--- src/rtl/core/sparse_polynomial_term_store_core_assert.svh ---
// Assertion macros for the term store core
`ifndef SPARSE_POLYNOMIAL_TERM_STORE_CORE_ASSERT_SVH
`define SPARSE_POLYNOMIAL_TERM_STORE_CORE_ASSERT_SVH

// Implication checked on every clock edge outside reset
`define SPTS_ASSERT_IMP(label, a, c) \
	label: assert property (@(posedge clk) disable iff (!arst_n) (a) |-> (c)) \
		else $error("assertion failed");

// Next-cycle implication checked outside reset
`define SPTS_ASSERT_NXT(label, a, c) \
	label: assert property (@(posedge clk) disable iff (!arst_n) (a) |=> (c)) \
		else $error("assertion failed");

`endif

--- src/rtl/core/spts_mul32.sv ---
`timescale 1ns / 1ps
// Registered 32x32 multiply, low 32 bits of the product
module spts_mul32 (
	input  logic        clk,
	input  logic [31:0] a,
	input  logic [31:0] b,
	output logic [31:0] p
);
	always_ff @(posedge clk) begin
		p <= a * b;
	end
endmodule
--- config.mk ---
export PLATFORM = sky130hd
export DESIGN_NAME = spts_mul32
export DESIGN_NICKNAME = d
export VERILOG_FILES = /design/src/rtl/core/sparse_polynomial_term_store_core_assert.svh /design/src/rtl/core/spts_mul32.sv
export SDC_FILE = /design/constraint.sdc
export NUM_CORES = 1
export LEC_CHECK = 0
export ABC_CLOCK_PERIOD_IN_PS = 11550
export BUFFER_PORTS_ARGS = -buffer_cell sky130_fd_sc_hd__buf_2
export CORE_UTILIZATION = 45
export DETAILED_ROUTE_END_ITERATION = 12
export GPL_ROUTABILITY_DRIVEN = 0
export GPL_TIMING_DRIVEN = 0
export SETUP_SLACK_MARGIN = 0.5
export SYNTH_ARGS = -nofsm -noshare
export SYNTH_HDL_FRONTEND = slang
export SYNTH_SLANG_ARGS = --single-unit
--- constraint.sdc ---
create_clock -name clk -period 11.55 [get_ports clk]
set_input_delay 1.7325 -clock clk [delete_from_list [all_inputs] [get_ports clk]]
set_output_delay 1.7325 -clock clk [all_outputs]
set_load 0.02 [all_outputs]
* Word level (Yosys, flattened, before mapping)
Index checks and enable logic that the tools add are counted.
Storage, ports and cells: register bits after elaboration 32, input bits 65, output and inout port bits 32, word-level logic and storage cells 2
Cells by class: multiply operators 1
Operators by type and width (count):
- $mul 32x32->32 | 1

* Logic depth before layout (Yosys ltp)
depth after elaboration 1, gate-level depth with buffers 27, gate-level depth less buffers 24

* Least setup slack after synthesis
No wires, ideal clock.
kind input port to flip-flop, start point input port b[3], end point register p[30], library setup time 0.072 ns, data arrival time 7.845 ns, required time 11.478 ns, slack 3.633 ns, cell stages on the path 24, path buffers 2, path through clkbuf_1 > clkbuf_1 > and2_1 > fa_1 > inv_1 > fa_1 > fa_1 > fa_1 > inv_1 > fa_1 > inv_1 > fa_1 > inv_1 > fa_1 > fa_1 > ha_1 > and4_2 > a31oi_1 > o21ai_0 > a21oi_2 > o211ai_2 > a31o_1 > a21oi_2 > xnor2_1
Between the ends: word-level cells in the longest chain between the ends 1
Ends and longest elaborated chain:
- from (decl) | RTL line spts_mul32.sv:6 | input logic [31:0] b,
- $mul 32x32->32 | RTL line spts_mul32.sv:10 | p <= a * b;
- to (signal assigned) | RTL line spts_mul32.sv:10
- to (decl) | RTL line spts_mul32.sv:7 | output logic [31:0] p
Every way passes these cells.

* Worst setup path in the final report
start point input port b[3], end point register p[29]
The elaborated chain is that of the path after synthesis.

==> results.txt <==
----------------------------------------------------
[Run status]
  Status ... finished with violations
  Violations in the final reports ... design-rule violations

[Worst setup path]
  Biggest fanout along the worst timing path ... 10
  Startpoint class of the critical path ... primary input
  Cell occurring most often along the worst timing path ... sky130_fd_sc_hd__fa_1
  Crit end category ... register
  Slowest Stage Delay on Critical Path ... ~850 ps
  Critical path class ... primary input to register
  Cell at the slowest stage of the critical path ... sky130_fd_sc_hd__clkbuf_1
  Required time at the endpoint of the critical path ... between 10000 and 15000 ps
  CP Launch Point ... b[3]
  Critical path data arrival time ... around 10000 ps

[Global routing]
  All-Layer GR Usage ... slightly below 30%
  Wire length of the first global-routing pass ... ~78 mm
  Via count of the first global-routing pass ... 13044
  Gr ovfl total ... 0
  Initial antenna violation count ... 3
  Pin count of the biggest net entering global routing ... 13

[Place]
  Port-buffer cells ... 94
  Post-DP HPWL ... roughly 43 mm
  DP Cell Count ... between 2000 and 2500

[Detailed routing]
  Via count ... 12069
  Router iterations before antenna repair ... 9
  Routed wire per std cell ... roughly 22 µm
  DR vias/cell ... about 5.2
  Initial DRC count ... 868
  Total detailed-routing wirelength ... 51.4 mm
  Remaining DRCs ... 2
  Remaining antenna violation count ... 0

[Logic synthesis]
  Post-synthesis cell area ... ~16000 µm²
  Warning count from the yosys run ... 0
  Area share of the largest cell type after synthesis ... about half
  Synthesized area divided by synthesized cell count ... 9.40 µm²
  Number of enable flip-flop cells after synthesis ... 0
  Number of register bits inferred by synthesis ... 32
  Cell accounting for the most synthesized area ... sky130_fd_sc_hd__fa_1
  Most area-consuming cells after synthesis ... sky130_fd_sc_hd__fa_1 50%, sky130_fd_sc_hd__and2_1 14%, sky130_fd_sc_hd__ha_1 9.4%
  Prevailing post-synth register cell ... sky130_fd_sc_hd__dfxtp_1
  Post-synthesis async set-or-reset flop share ... 0%
  Netlist cell types ... 38
  Synthesized Nets ... ~2300
  Post-synthesis sequential area ratio ... just under 4%
  Gate count after technology mapping ... 1745

[Clock network]
  Maximum count of clock buffers along a single path ... 2
  Register clock-pin slew on the reported worst setup and hold paths ... approximately 80 ps
  Count of H-tree levels built during CTS ... 2
  Count of buffers added by post-CTS timing repair for setup ... 0
  Number of gates resized after CTS ... 0
  CTS tree ... built
  Number of buffers created by CTS ... 5
  Number of sinks handled by clock tree synthesis ... 32
  Count of hold-fix buffers inserted at cts ... 0
  Buffer type at the clock tree root ... sky130_fd_sc_hd__clkbuf_16

[Layout]
  Final layout net count ... about 2400
  Fraction of final layout cells with drive strength greater than 1 ... a little over 6%
  Number of non-filler instances in the completed layout ... 2310
  Top library cells by usage in the layout, fill and taps aside ... 408 x sky130_fd_sc_hd__fa_1, 367 x sky130_fd_sc_hd__and2_1, 362 x sky130_fd_sc_hd__inv_1
  Largest register FFs ... 32
  Most common library cell in the layout ignoring fill and taps ... sky130_fd_sc_hd__fa_1
  Largest Register ... p
  Count of filler cells inserted in the layout ... 3513
  Registers with the most flip-flops ... p: 32 flops
  Post-synthesis to final-layout area growth ... 7.36%

[STA]
  Final cycle utilization of the critical path ... around 84%
  Final critical path time including I/O delays and setup ... around 9700 ps
  Final setup violation count ... 0
  Slew of the pin with the lowest slew margin ... between 1000 and 1500 ps
  Setup repair after global routing missed its margin ... no
  Total count of max-transition violations in the final report ... 0
  Max Freq ... 103 MHz
  Slew headroom ... 23.5%
  Hold violation total from the final report ... 0
  Aggregate negative setup slack ... 0 ps

[Floorplanning]
  Core box area ... between 30000 and 40000 µm²
  Die H ... 193 µm
  Placement Rows ... 69
  Effective utilization at floorplan ... 45.9%
  Die footprint ... roughly 37000 µm²
  Num ports ... 97
  Chip Width ... 193 µm

[Flow run]
  MaxCap Viol Count ... 0

[Hold path]
  Worst Hold Path Cells ... 2
  Min-delay src ... b[0]
  HP Class ... primary input to register
  Endpoint, Worst Hold ... p[0]

----------------------------------------------------
[cells in the mapped netlist, drive strengths merged, types with 3 or more instances]
| master | number |
|---|---|
| a211oi | 3 |
| inv | 362 |
| xnor2 | 69 |
| o21ai | 16 |
| o21bai | 5 |
| dfxtp | 32 |
| a21oi | 26 |
| a21o | 7 |
| ha | 123 |
| nor3 | 3 |
| nand3 | 5 |
| nand2 | 179 |
| nand4 | 4 |
| xor2 | 17 |
| clkbuf | 80 |
| o21a | 3 |
| a21boi | 4 |
| a31oi | 3 |
| a211o | 3 |
| and2 | 367 |
| nor2 | 10 |
| fa | 408 |
[stage by stage]
stage | util [%] | area [µm²] | hold WS (ps) | setup slack, ps
6_report | 49.3 | 17600 | 1730 | 1830
5_1_grt | 49.3 | 17600 | 1750 | 1510
4_1_cts | 49.3 | 17600 | 1710 | 1800
3_5_place_dp | 48.8 | 17500 | 2040 | 1450
3_3_place_gp | 48.8 | 17400 | 2040 | 621
2_1_floorplan | - | 16400 | 1860 | 3630
[layout make-up]
type	count	area (µm²)	area share, %
antenna	2	5.00	0.0284
clock buffer	5	125	0.711
inverter	362	1360	7.72
multi-input combinational	1269	14100	80.1
tap	461	577	3.28
buffer	82	310	1.76
timing repair buffer	94	470	2.67
sequential	32	641	3.64
clock inverter	3	23.8	0.135
[how the worst max path moves through the flow]
stage / cells past startpoint / to
3_5_place_dp: 25 / p[29]
6_report: 25 / p[29]
3_3_place_gp: 20 / p[31]
5_1_grt: 25 / p[29]
2_1_floorplan: 24 / p[30]
4_1_cts: 25 / p[29]
[cells by family after synthesis]
family / Yosys count / synth area share [%]
compound gates: 79 / 3.19
xor+xnor: 86 / 4.59
fa+ha+maj: 531 / 59.2
buf+inv: 444 / 10.2
flops: 32 / 3.91
simple gates: 573 / 19.0
[worst max-delay path, delay by kind of cell]
family	cells	cell delay (ps)
adders and majority gates	9	4210
xor gates and xnor gates	1	130
buffers and inverters	7	1760
AOI/OAI and AO/OA	7	1860
and+or+nand+nor	1	270
[routing by layer]
metal,vias up,global-route usage [%],wire length [µm]
met5,-,0,0
met4,0,13.8,2710
met3,92,4.36,3660
met2,486,46.6,23500
met1,6224,40.0,21500
li1,5267,-,-
Power is left out: the tool's default activity adds up to more than one toggle a clock period on the data nets, which glitch-free logic cannot reach.
